File: src/ldst_pkg.sv
// Shared types, constants and helpers for the light direction servo tracker.
// No dependencies; every other file of the block refers to this package by scope.
package ldst_pkg;

    localparam int NUM_SENSORS        = 4;
    localparam int SAMPLES_PER_SENSOR = 8;   // power of two: the level is a right shift
    localparam int SAMPLE_BITS        = 8;
    localparam int FRAME_LEN          = SAMPLES_PER_SENSOR * NUM_SENSORS;

    localparam int LEVEL_SHIFT = $clog2(SAMPLES_PER_SENSOR);
    localparam int SUM_W       = SAMPLE_BITS + LEVEL_SHIFT;
    localparam int CNT_W       = $clog2(FRAME_LEN);
    localparam int POS_W       = $clog2(NUM_SENSORS);

    localparam int THRESH_W  = 8;
    localparam int CONFIRM_W = 4;
    localparam int PULSE_W   = 12;
    localparam int WIDTH_W   = 8;
    localparam int CFG_IDX_W = 3;
    localparam int CFG_DATA_W = 12;

    localparam logic [PULSE_W-1:0] PULSE_MIN = PULSE_W'(125);
    localparam logic [PULSE_W-1:0] PULSE_MAX = PULSE_W'(250);

    localparam logic [THRESH_W-1:0]  THRESH_RESET  = THRESH_W'(25);
    localparam logic [CONFIRM_W-1:0] CONFIRM_RESET = CONFIRM_W'(3);
    localparam logic [PULSE_W-1:0]   PULSE0_RESET  = PULSE_W'(125);
    localparam logic [PULSE_W-1:0]   PULSE1_RESET  = PULSE_W'(155);
    localparam logic [PULSE_W-1:0]   PULSE2_RESET  = PULSE_W'(188);
    localparam logic [PULSE_W-1:0]   PULSE3_RESET  = PULSE_W'(220);
    localparam logic [POS_W-1:0]     POS_RESET     = POS_W'(2);

    typedef logic [SAMPLE_BITS-1:0] level_t;
    typedef logic [POS_W-1:0]       pos_t;
    typedef logic [CONFIRM_W-1:0]   stable_t;

    typedef enum logic [CFG_IDX_W-1:0] {
        CFG_THRESHOLD = 3'd0,
        CFG_CONFIRM   = 3'd1,
        CFG_PULSE0    = 3'd2,
        CFG_PULSE1    = 3'd3,
        CFG_PULSE2    = 3'd4,
        CFG_PULSE3    = 3'd5
    } cfg_index_t;

    // Frame decision inputs: levels, tracker state and settings
    typedef struct packed {
        logic [NUM_SENSORS-1:0][SAMPLE_BITS-1:0] levels;
        pos_t                                    position;
        stable_t                                 stable;
        logic [THRESH_W-1:0]                     threshold;
        logic [CONFIRM_W-1:0]                    confirm;
        logic [NUM_SENSORS-1:0][PULSE_W-1:0]     pulse_pos;
    } dec_in_t;

    // Frame decision outputs: next tracker state and result fields
    typedef struct packed {
        pos_t                position;
        stable_t             stable;
        logic                moved;
        pos_t                pick;
        level_t              max_level;
        logic [WIDTH_W-1:0]  pulse_width;
    } dec_out_t;

    function automatic logic [WIDTH_W-1:0] clamp_pulse(input logic [PULSE_W-1:0] p);
        logic [PULSE_W-1:0] c;
        c = p;
        if (p < PULSE_MIN)
        begin
            c = PULSE_MIN;
        end
        else if (p > PULSE_MAX)
        begin
            c = PULSE_MAX;
        end
        return c[WIDTH_W-1:0];
    endfunction

endpackage

File: src/ldst_if.sv
// Valid/ready channel interfaces for samples and frame results.
// Depends on ldst_pkg for field widths.
interface ldst_sample_if;
    logic                             valid;
    logic                             ready;
    logic [ldst_pkg::SAMPLE_BITS-1:0] sample;

    modport source (output valid, output sample, input ready);
    modport sink   (input valid, input sample, output ready);
endinterface

interface ldst_result_if;
    logic                         valid;
    logic                         ready;
    logic [ldst_pkg::POS_W-1:0]   position;
    logic [ldst_pkg::WIDTH_W-1:0] pulse_width;
    logic                         moved;
    logic [ldst_pkg::POS_W-1:0]   pick;
    logic [ldst_pkg::SAMPLE_BITS-1:0] brightest_level;

    modport source (output valid, output position, output pulse_width, output moved,
                    output pick, output brightest_level, input ready);
    modport sink   (input valid, input position, input pulse_width, input moved,
                    input pick, input brightest_level, output ready);
endinterface

File: src/ldst_decide.sv
// End-of-frame decision: brightest pick, hold rule, confirmation counter, pulse.
// Depends on ldst_pkg for the decision structs and the pulse clamp.
module ldst_decide (
    input  ldst_pkg::dec_in_t  dec_in,
    output ldst_pkg::dec_out_t dec_out
);

    ldst_pkg::level_t  max_level;
    ldst_pkg::pos_t    raw_pick;
    ldst_pkg::pos_t    held_pick;
    ldst_pkg::pos_t    new_pos;
    ldst_pkg::stable_t stable_inc;
    ldst_pkg::level_t  spread;
    logic              all_close;

    // Brightest sensor, lowest index wins a tie
    always_comb
    begin
        max_level = dec_in.levels[0];
        raw_pick  = '0;
        for (int i = 1; i < ldst_pkg::NUM_SENSORS; i++)
        begin
            if (dec_in.levels[i] > max_level)
            begin
                max_level = dec_in.levels[i];
                raw_pick  = ldst_pkg::POS_W'(i);
            end
        end
    end

    // All levels close to the maximum: hold the current position
    always_comb
    begin
        all_close = 1'b1;
        spread    = '0;
        for (int i = 0; i < ldst_pkg::NUM_SENSORS; i++)
        begin
            spread = max_level - dec_in.levels[i];
            if (!(spread < dec_in.threshold))
            begin
                all_close = 1'b0;
            end
        end
    end

    assign held_pick  = (raw_pick != dec_in.position && all_close) ? dec_in.position : raw_pick;
    assign stable_inc = dec_in.stable + ldst_pkg::CONFIRM_W'(1);

    always_comb
    begin
        new_pos         = dec_in.position;
        dec_out.stable  = '0;
        dec_out.moved   = 1'b0;
        if (held_pick != dec_in.position)
        begin
            if (stable_inc >= dec_in.confirm)
            begin
                new_pos       = held_pick;
                dec_out.moved = 1'b1;
            end
            else
            begin
                dec_out.stable = stable_inc;
            end
        end
        dec_out.position    = new_pos;
        dec_out.pick        = held_pick;
        dec_out.max_level   = max_level;
        dec_out.pulse_width = ldst_pkg::clamp_pulse(dec_in.pulse_pos[new_pos]);
    end

endmodule

File: src/light_direction_servo_tracker_unit.sv
// Top level of the light direction servo tracker: sample accumulation and result output.
// Depends on ldst_pkg, the channel interfaces in ldst_if.sv and ldst_decide.
//
// The block takes one light sample per clock cycle with no gaps required: samples
// come in frames of 32, eight per sensor in sensor order 0 to 3. Each accepted
// sample is held in the input register, then is added into its sensor's
// sum; on the last sample of a frame the four averaged levels, the brightest pick,
// the hold rule and the confirmation counter are all resolved in that same cycle
// and one result request is loaded into the output register, so a result is
// presented once the frame's last sample has left the input register. Samples before
// the last of a frame never produce a result and never wait on the output side. A
// waiting result stalls the input only when the next last-of-frame sample needs
// the output register. Settings are written through the plain write port and take
// effect on the next frame decision; write them only while no frame is in progress.
module light_direction_servo_tracker_unit (
    input  logic                             clk,
    input  logic                             rst_n,
    ldst_sample_if.sink                      samples,
    ldst_result_if.source                    results,
    input  logic                             cfg_write,
    input  logic [ldst_pkg::CFG_IDX_W-1:0]   cfg_index,
    input  logic [ldst_pkg::CFG_DATA_W-1:0]  cfg_data
);

    // Settings
    logic [ldst_pkg::THRESH_W-1:0]                           threshold_reg;
    logic [ldst_pkg::CONFIRM_W-1:0]                          confirm_reg;
    logic [ldst_pkg::NUM_SENSORS-1:0][ldst_pkg::PULSE_W-1:0] pulse_pos_reg;

    // Input register
    logic                             s1_valid_reg;
    logic [ldst_pkg::SAMPLE_BITS-1:0] s1_sample_reg;

    // Tracker state
    logic [ldst_pkg::CNT_W-1:0]                            counter_reg;
    logic [ldst_pkg::NUM_SENSORS-1:0][ldst_pkg::SUM_W-1:0] sums_reg;
    logic [ldst_pkg::NUM_SENSORS-1:0][ldst_pkg::SUM_W-1:0] sums_next;
    ldst_pkg::pos_t                                        position_reg;
    ldst_pkg::stable_t                                     stable_reg;

    // Output register
    logic                out_valid_reg;
    logic                out_valid_next;
    ldst_pkg::dec_out_t  out_reg;

    logic                       s1_last;
    logic                       s1_advance;
    logic                       out_taken;
    logic                       frame_done;
    logic [ldst_pkg::POS_W-1:0] s1_sensor;
    ldst_pkg::dec_in_t          dec_in;
    ldst_pkg::dec_out_t         dec_out;

    // Configuration writes
    always_ff @(posedge clk or negedge rst_n)
    begin
        if (!rst_n)
        begin
            threshold_reg    <= ldst_pkg::THRESH_RESET;
            confirm_reg      <= ldst_pkg::CONFIRM_RESET;
            pulse_pos_reg[0] <= ldst_pkg::PULSE0_RESET;
            pulse_pos_reg[1] <= ldst_pkg::PULSE1_RESET;
            pulse_pos_reg[2] <= ldst_pkg::PULSE2_RESET;
            pulse_pos_reg[3] <= ldst_pkg::PULSE3_RESET;
        end
        else if (cfg_write)
        begin
            unique case (cfg_index)
                ldst_pkg::CFG_THRESHOLD: threshold_reg <= cfg_data[ldst_pkg::THRESH_W-1:0];
                ldst_pkg::CFG_CONFIRM:   confirm_reg   <= cfg_data[ldst_pkg::CONFIRM_W-1:0];
                ldst_pkg::CFG_PULSE0:    pulse_pos_reg[0] <= cfg_data;
                ldst_pkg::CFG_PULSE1:    pulse_pos_reg[1] <= cfg_data;
                ldst_pkg::CFG_PULSE2:    pulse_pos_reg[2] <= cfg_data;
                ldst_pkg::CFG_PULSE3:    pulse_pos_reg[3] <= cfg_data;
                default: ;  // unused index: drop the write
            endcase
        end
    end

    // Handshake: the last sample of a frame advances only if the output register
    // is free or being emptied this cycle; other samples always advance.
    assign s1_last       = (counter_reg == ldst_pkg::CNT_W'(ldst_pkg::FRAME_LEN - 1));
    assign out_taken     = out_valid_reg && results.ready;
    assign s1_advance    = s1_valid_reg && (!s1_last || !out_valid_reg || results.ready);
    assign frame_done    = s1_advance && s1_last;
    assign samples.ready = !s1_valid_reg || s1_advance;

    always_ff @(posedge clk or negedge rst_n)
    begin
        if (!rst_n)
        begin
            s1_valid_reg <= 1'b0;
        end
        else if (samples.ready)
        begin
            s1_valid_reg <= samples.valid;
        end
    end

    always_ff @(posedge clk)
    begin
        if (samples.valid && samples.ready)
        begin
            s1_sample_reg <= samples.sample;
        end
    end

    // Sensor of the held sample is the upper counter bits
    assign s1_sensor = counter_reg[ldst_pkg::CNT_W-1:ldst_pkg::LEVEL_SHIFT];

    // Add the held sample into its sensor's sum; levels come from the updated sums
    always_comb
    begin
        dec_in.position  = position_reg;
        dec_in.stable    = stable_reg;
        dec_in.threshold = threshold_reg;
        dec_in.confirm   = confirm_reg;
        dec_in.pulse_pos = pulse_pos_reg;
        for (int i = 0; i < ldst_pkg::NUM_SENSORS; i++)
        begin
            sums_next[i] = sums_reg[i];
            if (s1_sensor == ldst_pkg::POS_W'(i))
            begin
                sums_next[i] = sums_reg[i] + ldst_pkg::SUM_W'(s1_sample_reg);
            end
            dec_in.levels[i] = sums_next[i][ldst_pkg::SUM_W-1:ldst_pkg::LEVEL_SHIFT];
        end
    end

    ldst_decide u_decide (
        .dec_in  (dec_in),
        .dec_out (dec_out)
    );

    // Frame state: clear the sums and counter and take the new tracker state at the end of each frame
    always_ff @(posedge clk or negedge rst_n)
    begin
        if (!rst_n)
        begin
            counter_reg  <= '0;
            sums_reg     <= '0;
            position_reg <= ldst_pkg::POS_RESET;
            stable_reg   <= '0;
        end
        else if (frame_done)
        begin
            counter_reg  <= '0;
            sums_reg     <= '0;
            position_reg <= dec_out.position;
            stable_reg   <= dec_out.stable;
        end
        else if (s1_advance)
        begin
            counter_reg <= counter_reg + ldst_pkg::CNT_W'(1);
            sums_reg    <= sums_next;
        end
    end

    // Output register: load on a finished frame, drop once taken
    always_comb
    begin
        out_valid_next = out_valid_reg;
        if (frame_done)
        begin
            out_valid_next = 1'b1;
        end
        else if (out_taken)
        begin
            out_valid_next = 1'b0;
        end
    end

    always_ff @(posedge clk or negedge rst_n)
    begin
        if (!rst_n)
        begin
            out_valid_reg <= 1'b0;
        end
        else
        begin
            out_valid_reg <= out_valid_next;
        end
    end

    always_ff @(posedge clk)
    begin
        if (frame_done)
        begin
            out_reg <= dec_out;
        end
    end

    assign results.valid           = out_valid_reg;
    assign results.position        = out_reg.position;
    assign results.pulse_width     = out_reg.pulse_width;
    assign results.moved           = out_reg.moved;
    assign results.pick            = out_reg.pick;
    assign results.brightest_level = out_reg.max_level;

    // A new result only ever follows the last sample of a frame
    a_result_from_frame_end: assert property (@(posedge clk) disable iff (!rst_n)
        $rose(out_valid_reg) |-> $past(frame_done))
        else $error("result raised without a completed frame");

    // Never overwrite a result that has not been taken
    a_no_overwrite: assert property (@(posedge clk) disable iff (!rst_n)
        (out_valid_reg && !results.ready) |-> !frame_done)
        else $error("pending result overwritten");

    // Frame end restarts the sample counter
    a_counter_restart: assert property (@(posedge clk) disable iff (!rst_n)
        frame_done |=> (counter_reg == '0))
        else $error("sample counter not restarted after frame");

    // Position changes exactly when a move is reported
    a_move_consistent: assert property (@(posedge clk) disable iff (!rst_n)
        frame_done |=> ((position_reg != $past(position_reg)) == out_reg.moved))
        else $error("position change and moved flag disagree");

    // The pulse value stays inside the servo range
    a_pulse_range: assert property (@(posedge clk) disable iff (!rst_n)
        out_valid_reg |-> (out_reg.pulse_width >= ldst_pkg::PULSE_MIN[ldst_pkg::WIDTH_W-1:0]
                        && out_reg.pulse_width <= ldst_pkg::PULSE_MAX[ldst_pkg::WIDTH_W-1:0]))
        else $error("pulse width outside servo range");

endmodule

File: src/flat_wrapper.sv
// flat-port wrapper written by rule: the top's interface ports become plain ports
module light_direction_servo_tracker_unit_flat 
  (clk, rst_n, cfg_write, cfg_index, cfg_data, samples_valid, samples_sample, samples_ready, results_valid, results_position, results_pulse_width, results_moved, results_pick, results_brightest_level, results_ready);
  ldst_sample_if samples_i ();
  ldst_result_if results_i ();
  input  logic clk;
  input  logic rst_n;
  input  logic cfg_write;
  input  logic [ldst_pkg::CFG_IDX_W-1:0] cfg_index;
  input  logic [ldst_pkg::CFG_DATA_W-1:0] cfg_data;
  input wire logic [$bits(samples_i.valid)-1:0] samples_valid;
  input wire logic [$bits(samples_i.sample)-1:0] samples_sample;
  output wire logic [$bits(samples_i.ready)-1:0] samples_ready;
  output wire logic [$bits(results_i.valid)-1:0] results_valid;
  output wire logic [$bits(results_i.position)-1:0] results_position;
  output wire logic [$bits(results_i.pulse_width)-1:0] results_pulse_width;
  output wire logic [$bits(results_i.moved)-1:0] results_moved;
  output wire logic [$bits(results_i.pick)-1:0] results_pick;
  output wire logic [$bits(results_i.brightest_level)-1:0] results_brightest_level;
  input wire logic [$bits(results_i.ready)-1:0] results_ready;
  assign samples_i.valid = samples_valid;
  assign samples_i.sample = samples_sample;
  assign samples_ready = samples_i.ready;
  assign results_valid = results_i.valid;
  assign results_position = results_i.position;
  assign results_pulse_width = results_i.pulse_width;
  assign results_moved = results_i.moved;
  assign results_pick = results_i.pick;
  assign results_brightest_level = results_i.brightest_level;
  assign results_i.ready = results_ready;
  light_direction_servo_tracker_unit u_core (.clk(clk), .rst_n(rst_n), .samples(samples_i), .results(results_i), .cfg_write(cfg_write), .cfg_index(cfg_index), .cfg_data(cfg_data));
endmodule
File: config.mk
export PLATFORM = sky130hd
export DESIGN_NAME = light_direction_servo_tracker_unit_flat
export DESIGN_NICKNAME = d
export VERILOG_FILES = /design/src/ldst_pkg.sv /design/src/ldst_if.sv /design/src/ldst_decide.sv /design/src/light_direction_servo_tracker_unit.sv /design/src/flat_wrapper.sv
export SDC_FILE = /design/constraint.sdc
export NUM_CORES = 1
export LEC_CHECK = 0
export ABC_AREA = 1
export BUFFER_PORTS_ARGS = -buffer_cell sky130_fd_sc_hd__buf_2
export CORE_UTILIZATION = 35
export CTS_CLUSTER_SIZE = 16
export DETAILED_ROUTE_END_ITERATION = 10
export GPL_ROUTABILITY_DRIVEN = 1
export PLACE_DENSITY = 0.54
export SETUP_SLACK_MARGIN = 0.3
export SYNTH_ARGS = -nofsm -noshare
export SYNTH_HDL_FRONTEND = slang
export SYNTH_SLANG_ARGS = --single-unit
File: constraint.sdc
create_clock -name clk -period 10.8 [get_ports clk]
set_input_delay 0 -clock clk [delete_from_list [all_inputs] [get_ports clk]]
set_output_delay 0 -clock clk [all_outputs]
set_load 0.05 [all_outputs]
* After elaboration in Yosys (flattened, before gate mapping)
Cells that the tools add are included.
** Word-level totals
- Bits in registers :: 146
- Output and inout port bits :: 23
- Input port bits :: 28
- Logic and storage cells :: 117
** Operators by class
- $add $sub $neg :: 10
- Reduce and logical (&&, ||, !) cells :: 30
- Magnitude comparators :: 11
- Mux-type cells :: 29
- Eq/ne operators :: 11
** Operators with widths (number)
- 44-bit two-way mux :: 2
- 11-bit by 8-bit adder with 11-bit output :: 4
- 11-bit two-way mux :: 4
- 8-bit less-than comparator :: 4
- 8-bit two-way mux :: 4
- 8-bit subtractor :: 4
- 12-bit binary-select mux with 2-bit select :: 1
- 8-bit greater-than comparator :: 3
- 2-bit AND reduction :: 10
- 5-bit two-way mux :: 3
- 12-bit by 8-bit greater-than comparator with 1-bit output, second input constant :: 1
- 12-bit by 7-bit less-than comparator with 1-bit output, second input constant :: 1
- 12-bit two-way mux :: 1
- 2-bit nonzero test :: 6
- 2-bit two-way mux :: 5
- 1-bit two-way mux :: 8
- 3-bit by 2-bit equality test with 1-bit output, second input constant :: 2
- 3-bit equality test, second input constant :: 2
- 5-bit by 1-bit adder with 5-bit output, second input constant :: 1
- 5-bit equality test, second input constant :: 1
- 1-bit logical AND :: 5
- 4-bit by 1-bit adder with 4-bit output, second input constant :: 1
- 2-bit equality test, second input constant :: 2
- 4-bit >= comparator :: 1
- other kinds (10) :: 15

* Longest topological paths before layout
Gate-level depths: netlist of run 1.
- Depth in word-level cells :: 22
- Gate-level depth with buffers :: 69
- Mapped depth without buffers :: 68

* By module
From an unflattened synthesis of run 1, not the netlist that was laid out.
** Second synthesis, totals
- Cells, all modules :: 1484
- Area, all modules :: 11104.4 um2
** Modules (own cells, without submodules)
- light_direction_servo_tracker_unit :: instances 1, cells each 917, area an instance 7583.5 um2, sequential area each 3832.4 um2
- ldst_decide :: instances 1, cells each 567, area an instance 3520.9 um2, sequential area each 0.0 um2

* Worst setup path before layout of run 1
No wires, ideal clock.
- Kind :: register -> register
- Start :: register u_core.s1_sample_reg[0] in the netlist's numbering
- End :: register u_core.out_reg, in the netlist u_core.results.pulse_width[3], data pin
- Setup time :: 0.260 ns
- Path slack :: 0.657 ns
- Path buffers :: 4
- Clock period less this slack :: 10.143 ns
- Arrival :: 9.882 ns
- Cell stages (with the launch flop) :: 65
- Required time :: 10.540 ns
- Cell sequence :: edfxtp_1 ha_1 fa_1 nand2_1 nand2_2 nand2_1 xor2_1 nand2_1 o21ai_0 inv_1 ha_1 inv_1 o21bai_1 nand4_1 nand2_1 nand3_1 nand2_2 nand2_2 (+29 left out) ha_1 a21oi_1 o21ai_0 a2111oi_0 nand3_1 nand2_1 nand3_1 o21ai_2 inv_2 buf_6 nand3_1 nand2_1 nor2_1 nand2_1 nand3_2 nand2_1 inv_2 nand3_1
** RTL lines
- from (decl) :: line light_direction_servo_tracker_unit.sv:32 : logic [ldst_pkg::SAMPLE_BITS-1:0] s1_sample_reg;
- from (signal assigned) :: line light_direction_servo_tracker_unit.sv:104 : s1_sample_reg <= samples.sample;
- to (signal assigned) :: line light_direction_servo_tracker_unit.sv:189 : out_reg <= dec_out;
- to (decl) :: line light_direction_servo_tracker_unit.sv:44 : ldst_pkg::dec_out_t out_reg;

==> reports/qor.txt, run 1 <==
======================================================================================
Result of the run                                                         complete, but fails checks
Failing checks                                                                     DRC
Final slew viol count                                                                0
Post-synth net total                                                              1494
First-pass GRT wire length                                                    46300 µm
Largest net degree at the start of global routing                                   68
Routed len/inst                                                                15.5 µm
Placed cells                                                                      1777
Setup TNS                                                                         0 ns
Antenna-violating nets left                                                          0
Clock root cell                                                              clkbuf_16
Yosys Warn Count                                                                     0
Most used cell, CP                                                             nand2_1
Normalized max-slew margin                                                       0.411
Number of global-route vias before repair                                         8737
Gate count after technology mapping                                               1345
F_max                                                                        0.103 GHz
Hold Violations, Final                                                               0
Relative area change from synthesis to final layout                              17.0%
Final routed wirelength across all metal layers                               28700 µm
CTS tree                                                                           yes
Count of standard-cell rows                                                         63
Share of the clock period used by the worst path after layout                    0.903
Placeable Area                                                              0.0296 mm²
Worst clock skew                                                             0.0118 ns
Distinct cells, synth                                                               48
Largest fanout on the critical path                                                 13
Diode insertion count for antenna repair                                             0
Antenna violations before repair                                                     0
Number of levels the H-tree was split into                                           4
Slew of the pin with the lowest slew margin                                   0.881 ns
Worst path required time                                                      10.99 ns
Number of synthesized register bits                                                146
Period minus WS final                                                          9.76 ns
Layout filler cell count                                                          3050
Most common cell after layout, fill and taps aside                             nand2_1
Max-cap violations                                                                   0
Post-synth ARST share                                                            0.801
Average instance area after synthesis                                         7.83 µm²
Final Non-Filler Cells                                                            1849
Synthesized cell area                                                       0.0105 mm²
Highest-count cells in the layout ignoring fill and taps                  nand2_1, inv_1, o21ai_0, ha_1, nand3_1
Largest delay share family, worst path                                    simple AND/OR/NAND/NOR gates
Share of the core filled with cells in the final layout                          0.416
Post-synth top flop                                                            dfrtp_1
Via/cell ratio                                                                    4.95
Number of remaining DRC errors                                                       2
Num Clock Sinks                                                                    146
Setup repair after global routing missed its margin                                 no
Violation count after the first detailed-routing iteration                         662
Clock Tree Buf Depth                                                                 2
Sequential-to-total area share from yosys stat                                   0.364
Via count                                                                         9151
CP startpoint kind                                                            register
Detail Placement HPWL                                                         21400 µm
Setup-failing EPs final                                                              0
Arrival time of data at the critical path endpoint                             9.95 ns
Hold WS                                                                      0.0208 ns
Combined global-route utilization of all metal layers                            0.194
Flip-flop count of the largest register after layout                                48
Clock insertion delay at the later pin of the skew report                      0.44 ns
Type of element capturing the critical path                                   register
Die area                                                                    0.0308 mm²
Die extent in x                                                                 175 µm
Type of the tightest min-delay check                                      input pin to register
Number of input and output port buffers inserted                                    50
Count of boundary I/O pins                                                          51
Number of flops mapped to enable cells by yosys                                     29
Die Height                                                                      175 µm
WS Path Type                                                              register to register
Residual overflow from global routing                                                0
Clock buffers created by TritonCTS                                                  17
DR pass1 iterations                                                                  8
Starting utilization of the core area                                            0.355
Crit path largest cell delay                                                   0.44 ns
Clock slew at the register clock pins of the worst setup and hold paths        0.07 ns
Buffers & Inverters on Critical Path                                                 6
Net total in the final layout                                                     1595
Cell type of the slowest stage on the worst timing path                       edfxtp_1
Global placer's final weighted congestion                                        0.868
Proportion of layout cells with a drive suffix above 1                           0.143
======================================================================================
==> worst reg2reg max path, delay by kind of cell, from the launching register on <==
family	cells	cell delay, ns
fa+ha+maj	7	2.17
compound gates	15	2.21
xor+xnor	3	0.50
flops	1	0.44
buf+inv	6	0.75
simple gates	32	3.42
==> synthesized netlist by cell type, types with 18 or more instances <==
cell type	count	area (µm²)
o22ai_1	21	131
xor2_1	26	228
nand2_2	18	113
nand2_1	322	1210
inv_1	184	691
a21oi_1	63	315
dfrtp_1	90	2250
ha_1	113	1410
nor2_1	57	214
clkbuf_1	25	93.8
o21ai_0	141	706
dfstp_2	27	709
nand3_1	96	480
edfxtp_1	29	871
==> layout make-up <==
type                    count  area, µm²  share of cell area
clock buffers              20        458              0.0372
clock inverters            12        146              0.0119
repair buffers            109        753              0.0611
well taps                 390        488              0.0396
multi-input cells         978       5910               0.480
flip-flops and latches    146       3830               0.311
inverters                 194        733              0.0595
==> logic make-up after synthesis <==
| logic type | after synthesis | synth area share |
|---|---|---|
| and+or+nand+nor | 542 | 0.227 |
| AOI/OAI and AO/OA | 267 | 0.139 |
| buffers and inverters | 225 | 0.0842 |
| DFF | 146 | 0.364 |
| adders and majority gates | 121 | 0.149 |
| xor gates and xnor gates | 43 | 0.0357 |
| muxes | 1 | 0.000950 |
==> per-layer routing <==
| metal | track usage | vias to the layer above | share of wire |
|---|---|---|---|
| met5 | 0 | - | 0 |
| met4 | 0.0467 | 0 | 0.010 |
| met3 | 0.0301 | 20 | 0.028 |
| met2 | 0.318 | 141 | 0.46 |
| met1 | 0.267 | 4316 | 0.50 |
| li1 | - | 4674 | - |
==> repair_timing <==
action | in CTS | in global routing
hold buffers | 23 | 0
setup buffers | 0 | 13
endpoints found under the setup margin | 8 | 11
cloned | 0 | 4
pin swaps | 0 | 6
resized for setup | 5 | 24
hold endpoints to repair | 119 | 0
==> through the flow <==
stage	setup slack, ns	instance area [µm²]
finish	1.04	12300
detailed placement	-0.0723	11300
global route	0.233	12300
CTS	0.353	12100
global placement	0.169	11300
floorplan	0.657	10500
==> worst paths after layout <==
| check | start | endpoint | slack, ns | depth (start not counted) |
|---|---|---|---|---|
| max | u_core.s1_sample_reg[0]$_DFFE_PP_ | u_core.results.pulse_width[0]$_SDFFCE_PN1P_ | 1.04 | 63 |
| min | cfg_index[2] | u_core.confirm_reg[0]$_DFFE_PN1P_ | 0.02 | 4 |
| max reg2reg | u_core.s1_sample_reg[0]$_DFFE_PP_ | u_core.results.pulse_width[0]$_SDFFCE_PN1P_ | 1.04 | 63 |
| min reg2reg | u_core.confirm_reg[3]$_DFFE_PN0P_ | u_core.confirm_reg[3]$_DFFE_PN0P_ | 0.49 | 2 |
| max in group asynchronous | rst_n | u_core.threshold_reg[2]$_DFFE_PN0P_ | 9.24 | 3 |
| min in group asynchronous | rst_n | u_core.sums_reg[21]$_DFFE_PN0P_ | 0.19 | 2 |
Power of run 1 is left out: the tool's default activity adds up to more than one toggle a clock period on the data nets, which glitch-free logic cannot reach.
==> inputs of run 2 (changes only) <==
Settings changed: MAX_ROUTING_LAYER set to met4, RECOVER_POWER set to 25.
==> run 2 against run 1 <==
Effect of this change:
- the run ends with capacitance limit, slew limit left
- utilization barely moved
- sequential share of layout area barely moved
- worst hold slack improved by 0.017 ns
- global-route usage rose by 0.68 points
- clock skew barely moved
- sequential cell count did not move
- die area did not move
- final area rose by 0.10%
- critical path type unchanged
==> reports/qor.txt, run 2 (same netlist as run 1, synthesis figures left out) <==
======================================================================================
Worst clock skew                                                             0.0117 ns   was 0.0118 ns
Routed len/inst                                                                15.5 µm   about the same
Cell type of the slowest stage on the worst timing path                       edfxtp_1   unchanged
Hold Violations, Final                                                               0   unchanged
Highest-count cells in the layout ignoring fill and taps                  nand2_1, inv_1, o21ai_0, ha_1, nand3_1   unchanged
Combined global-route utilization of all metal layers                            0.201   was 0.194
Normalized max-slew margin                                                      -0.662   was 0.411
Pre-CTS setup slack                                                          0.0256 ns   was -0.0723 ns
Via count                                                                         9232   was 9151
Layout filler cell count                                                          3095   was 3050
Clock insertion delay at the later pin of the skew report                      0.44 ns   about the same
Result of the run                                                         complete, but fails checks   unchanged
Largest fanout on the critical path                                                 22   was 13
DR pass1 iterations                                                                  7   was 8
Antenna-violating nets left                                                          0   unchanged
Die extent in x                                                                 175 µm   unchanged
Setup repair after global routing missed its margin                                 no   unchanged
Largest net degree at the start of global routing                                   78   was 68
Count of boundary I/O pins                                                          51   unchanged
Most common cell after layout, fill and taps aside                             nand2_1   unchanged
Post-route setup slack                                                         1.16 ns   was 1.04 ns
Setup TNS                                                                         0 ns   unchanged
Clock root cell                                                              clkbuf_16   unchanged
Diode insertion count for antenna repair                                             0   unchanged
Detail Placement HPWL                                                         21400 µm   about the same
F_max                                                                        0.104 GHz   was 0.103 GHz
Clock buffers created by TritonCTS                                                  17   unchanged
Global placer's final weighted congestion                                        0.927   was 0.868
Die Height                                                                      175 µm   unchanged
Type of the tightest min-delay check                                      input pin to register   unchanged
Setup-failing EPs final                                                              0   unchanged
Final slew viol count                                                               42   was 0
Clock Tree Buf Depth                                                                 2   unchanged
Crit path largest cell delay                                                   0.43 ns   was 0.44 ns
Period minus WS final                                                          9.64 ns   was 9.76 ns
Number of levels the H-tree was split into                                           4   unchanged
Buffers & Inverters on Critical Path                                                 9   was 6
Type of element capturing the critical path                                   register   unchanged
Flip-flop count of the largest register after layout                                48   unchanged
Number of global-route vias before repair                                         8687   was 8737
Num Clock Sinks                                                                    146   unchanged
Placeable Area                                                              0.0296 mm²   unchanged
WS Path Type                                                              register to register   unchanged
Largest delay share family, worst path                                    simple AND/OR/NAND/NOR gates   unchanged
Number of remaining DRC errors                                                       0   was 2
Relative area change from synthesis to final layout                              17.1%   was 17.0%
Starting utilization of the core area                                            0.355   unchanged
Clock slew at the register clock pins of the worst setup and hold paths        0.07 ns   about the same
Multi-input logic area                                                     0.00590 mm²   was 0.00591 mm²
Die area                                                                    0.0308 mm²   unchanged
Failing checks                                                            capacitance limit, slew limit   was DRC
Via/cell ratio                                                                    4.99   was 4.95
Residual overflow from global routing                                                0   unchanged
Violation count after the first detailed-routing iteration                         576   was 662
Slew of the pin with the lowest slew margin                                    2.49 ns   was 0.881 ns
Antenna violations before repair                                                     0   unchanged
Most used cell, CP                                                             nand2_1   unchanged
CP startpoint kind                                                            register   unchanged
Proportion of layout cells with a drive suffix above 1                           0.142   was 0.143
First-pass GRT wire length                                                    46400 µm   was 46300 µm
Final routed wirelength across all metal layers                               28700 µm   about the same
Max-cap violations                                                                   1   was 0
Worst path required time                                                      10.99 ns   about the same
Net total in the final layout                                                     1597   was 1595
Share of the clock period used by the worst path after layout                    0.893   was 0.903
Count of standard-cell rows                                                         63   unchanged
Number of input and output port buffers inserted                                    50   unchanged
CTS tree                                                                           yes   unchanged
Area occupied by registers                                                 0.00383 mm²   unchanged
Arrival time of data at the critical path endpoint                             9.83 ns   was 9.95 ns
======================================================================================
run 2: changes by cell type in the layout (fill, tap and decap cells not counted), moves of 3 or more:
cell	previous run	this run
nor2_1	57	54
nor2_2	5	8
o21ai_0	130	126
o21ai_1	10	14
run 2: cell type report:
type,instances,area share
clock buffer,21,0.0382
clock inverter,11,0.00933
inverter,194,0.0593
multi-input combinational,975,0.478
sequential,146,0.311
tap,390,0.0396
timing repair buffer,114,0.0644
run 2: worst register-to-register path: cells and delay by family, from the launching register on:
kind,cells,cell delay (ns)
AOI/OAI and AO/OA,13,1.73
xor gates and xnor gates,3,0.53
adders and majority gates,7,2.13
buffers and inverters,9,1.21
DFF,1,0.43
and+or+nand+nor,37,3.35
run 2: worst paths after layout:
path	startpoint	end	slack [ns]	depth (start not counted)
hold / removal	cfg_index[2]	u_core.confirm_reg[1]$_DFFE_PN1P_	0.04	4
max in group asynchronous	rst_n	u_core.threshold_reg[2]$_DFFE_PN0P_	7.79	3
hold reg to reg	u_core.threshold_reg[7]$_DFFE_PN0P_	u_core.threshold_reg[7]$_DFFE_PN0P_	0.48	2
setup / recovery	u_core.s1_sample_reg[0]$_DFFE_PP_	u_core.results.pulse_width[4]$_SDFFCE_PP1P_	1.16	69
min in group asynchronous	rst_n	u_core.sums_reg[19]$_DFFE_PN0P_	0.91	2
setup reg to reg	u_core.s1_sample_reg[0]$_DFFE_PP_	u_core.results.pulse_width[4]$_SDFFCE_PP1P_	1.16	69
run 2: repair_timing:
action | 4_1_cts | 5_1_grt
hold buffers | 25 | 0
setup buffers | 0 | 16
endpoints found under the hold margin | 108 | 0
endpoints found under the setup margin | 8 | 19
resized for setup | 2 | 34
cloned | 0 | 1
pin swaps | 0 | 7
run 2: per-stage QoR:
stage	hold WS [ns]	util	area, µm²	std cells
after detailed placement	0.0390	0.381	11300	1777
after global placement	0.0551	0.381	11300	1777
after global routing	0.0738	0.416	12300	1851
after floorplan	-0.296	-	10500	1345
final	0.0379	0.416	12300	1851
after CTS	0.0158	0.409	12100	1834
run 2: layer usage:
layer / vias to the layer above / GRT usage / wire (µm)
met5: - / - / 0
met4: 0 / 0.0576 / 523
met3: 36 / 0.0303 / 800
met2: 139 / 0.314 / 13200
met1: 4372 / 0.270 / 14200
li1: 4685 / - / -
Power of run 2 is left out for the same reason.
==> inputs of run 3 (changes only) <==
Settings changed: REMOVE_ABC_BUFFERS set to 1.
==> run 3 against run 2 <==
Effect of this change:
- the run still ends with capacitance limit, slew limit left
- first-iteration DRC count rose by 2.6%
- critical path type unchanged
- critical endpoint is now u_core.results.pulse_width[6]$_SDFFCE_PP1P_
- count of clock-buffer cells in the layout shrank 2
- utilization hardly changed
- worst hold slack gained 0.00074 ns
- final area is 0.10% lower
==> reports/qor.txt, run 3 (same netlist as run 1, synthesis figures left out) <==
======================================================================================
Result of the run                                                         complete, but fails checks   unchanged
Failing checks                                                            capacitance limit, slew limit   unchanged
Placed cells                                                                      1772   was 1777
Worst path required time                                                      10.98 ns   was 10.99 ns
Die area                                                                    0.0308 mm²   unchanged
Largest net degree at the start of global routing                                   68   was 78
Via/cell ratio                                                                    4.93   was 4.99
Diode insertion count for antenna repair                                             0   unchanged
Worst clock skew                                                             0.0119 ns   was 0.0117 ns
Proportion of layout cells with a drive suffix above 1                           0.138   was 0.142
Share of the core filled with cells in the final layout                          0.416   about the same
Final routed wirelength across all metal layers                               29200 µm   was 28700 µm
Via count                                                                         9067   was 9232
WS Path Type                                                              register to register   unchanged
Antenna violations before repair                                                     0   unchanged
Layout filler cell count                                                          3062   was 3095
Die extent in x                                                                 175 µm   unchanged
Net total in the final layout                                                     1586   was 1597
Max-cap violations                                                                   1   unchanged
Clock insertion delay at the later pin of the skew report                      0.44 ns   about the same
Clock Tree Buf Depth                                                                 2   unchanged
Crit path largest cell delay                                                   0.49 ns   was 0.43 ns
Setup-failing EPs final                                                              0   unchanged
Final Non-Filler Cells                                                            1840   was 1851
Routed len/inst                                                                15.8 µm   was 15.5 µm
Combined global-route utilization of all metal layers                            0.205   was 0.201
Cell type of the slowest stage on the worst timing path                           fa_1   was edfxtp_1
Die Height                                                                      175 µm   unchanged
CP startpoint kind                                                            register   unchanged
CTS tree                                                                           yes   unchanged
Number of levels the H-tree was split into                                           4   unchanged
Residual overflow from global routing                                                0   unchanged
DR pass1 iterations                                                                  4   was 7
Normalized max-slew margin                                                      -0.999   was -0.662
Clock root cell                                                              clkbuf_16   unchanged
Clock slew at the register clock pins of the worst setup and hold paths        0.07 ns   about the same
Type of the tightest min-delay check                                      input pin to register   unchanged
Most used cell, CP                                                             nand2_1   unchanged
Count of standard-cell rows                                                         63   unchanged
Violation count after the first detailed-routing iteration                         591   was 576
Detail Placement HPWL                                                         21800 µm   was 21400 µm
Type of element capturing the critical path                                   register   unchanged
F_max                                                                        0.103 GHz   was 0.104 GHz
Number of input and output port buffers inserted                                    50   unchanged
Largest fanout on the critical path                                                 17   was 22
Num Clock Sinks                                                                    146   unchanged
Slew of the pin with the lowest slew margin                                    3.00 ns   was 2.49 ns
Placeable Area                                                              0.0296 mm²   unchanged
Number of global-route vias before repair                                         8658   was 8687
Relative area change from synthesis to final layout                              17.0%   was 17.1%
Count of boundary I/O pins                                                          51   unchanged
Setup repair after global routing missed its margin                                 no   unchanged
Number of remaining DRC errors                                                       0   unchanged
Starting utilization of the core area                                            0.355   unchanged
Flip-flop count of the largest register after layout                                48   unchanged
Final slew viol count                                                               52   was 42
Clock buffers created by TritonCTS                                                  17   unchanged
Highest-count cells in the layout ignoring fill and taps                  nand2_1, inv_1, o21ai_0, ha_1, nand3_1   unchanged
Period minus WS final                                                          9.68 ns   was 9.64 ns
Global placer's final weighted congestion                                        0.935   was 0.927
Hold Violations, Final                                                               0   unchanged
First-pass GRT wire length                                                    47100 µm   was 46400 µm
Share of the clock period used by the worst path after layout                    0.897   was 0.893
Most common cell after layout, fill and taps aside                             nand2_1   unchanged
Arrival time of data at the critical path endpoint                             9.86 ns   was 9.83 ns
Antenna-violating nets left                                                          0   unchanged
======================================================================================
[run 3: final cells by class]
class	count	area, µm²	area share
multi-input cells	975	5940	0.482
flip-flops and latches	146	3830	0.311
inverters	194	734	0.0596
repair buffers	103	714	0.0580
well taps	390	488	0.0396
clock buffers	19	464	0.0377
clock inverters	13	145	0.0118
[run 3: worst max-delay path: cells and delay by family, from the launching register on]
| kind | cells | cell delay [ns] |
|---|---|---|
| adders and majority gates | 7 | 2.34 |
| xor gates and xnor gates | 3 | 0.50 |
| buffers and inverters | 5 | 0.68 |
| and+or+nand+nor | 26 | 2.72 |
| DFF | 1 | 0.43 |
| AOI/OAI and AO/OA | 18 | 2.75 |
[run 3: final timing paths]
path	cells past startpoint	slack, ns	endpoint	startpoint
max reg2reg	59	1.12	u_core.results.pulse_width[6]$_SDFFCE_PP1P_	u_core.s1_sample_reg[0]$_DFFE_PP_
max in group asynchronous	3	7.52	u_core.sums_reg[9]$_DFFE_PN0P_	rst_n
min	4	0.04	u_core.confirm_reg[0]$_DFFE_PN1P_	cfg_index[2]
min in group asynchronous	2	1.09	u_core.dec_in[7]$_DFFE_PN0P_	rst_n
max	59	1.12	u_core.results.pulse_width[6]$_SDFFCE_PP1P_	u_core.s1_sample_reg[0]$_DFFE_PP_
min reg2reg	2	0.48	u_core.threshold_reg[1]$_DFFE_PN0P_	u_core.threshold_reg[1]$_DFFE_PN0P_
[run 3: timing repair]
| action | 4_1_cts | 5_1_grt |
|---|---|---|
| cloned | 0 | 1 |
| resized for setup | 6 | 31 |
| setup endpoints to repair | 8 | 12 |
| hold buffers | 23 | 0 |
| endpoints found under the hold margin | 99 | 0 |
| pin swaps | 0 | 6 |
| setup buffers | 0 | 12 |
[run 3: stage by stage]
step	setup slack [ns]	hold WS [ns]	TNS [ns]	area (µm²)
after global routing	0.321	0.0829	0	12300
after CTS	0.402	0.0249	0	12100
final	1.12	0.0387	0	12300
after detailed placement	-0.118	0.0987	-0.505	11300
after global placement	0.0752	0.0939	0	11300
after floorplan	0.926	-0.296	0	10400
[run 3: layer usage]
layer | track usage | vias up | wire length (µm)
li1 | - | 4658 | -
met1 | 0.272 | 4216 | 14100
met4 | 0.0489 | 0 | 331
met2 | 0.327 | 169 | 13600
met5 | - | - | 0
met3 | 0.0316 | 24 | 1100
Power of run 3 is left out for the same reason.
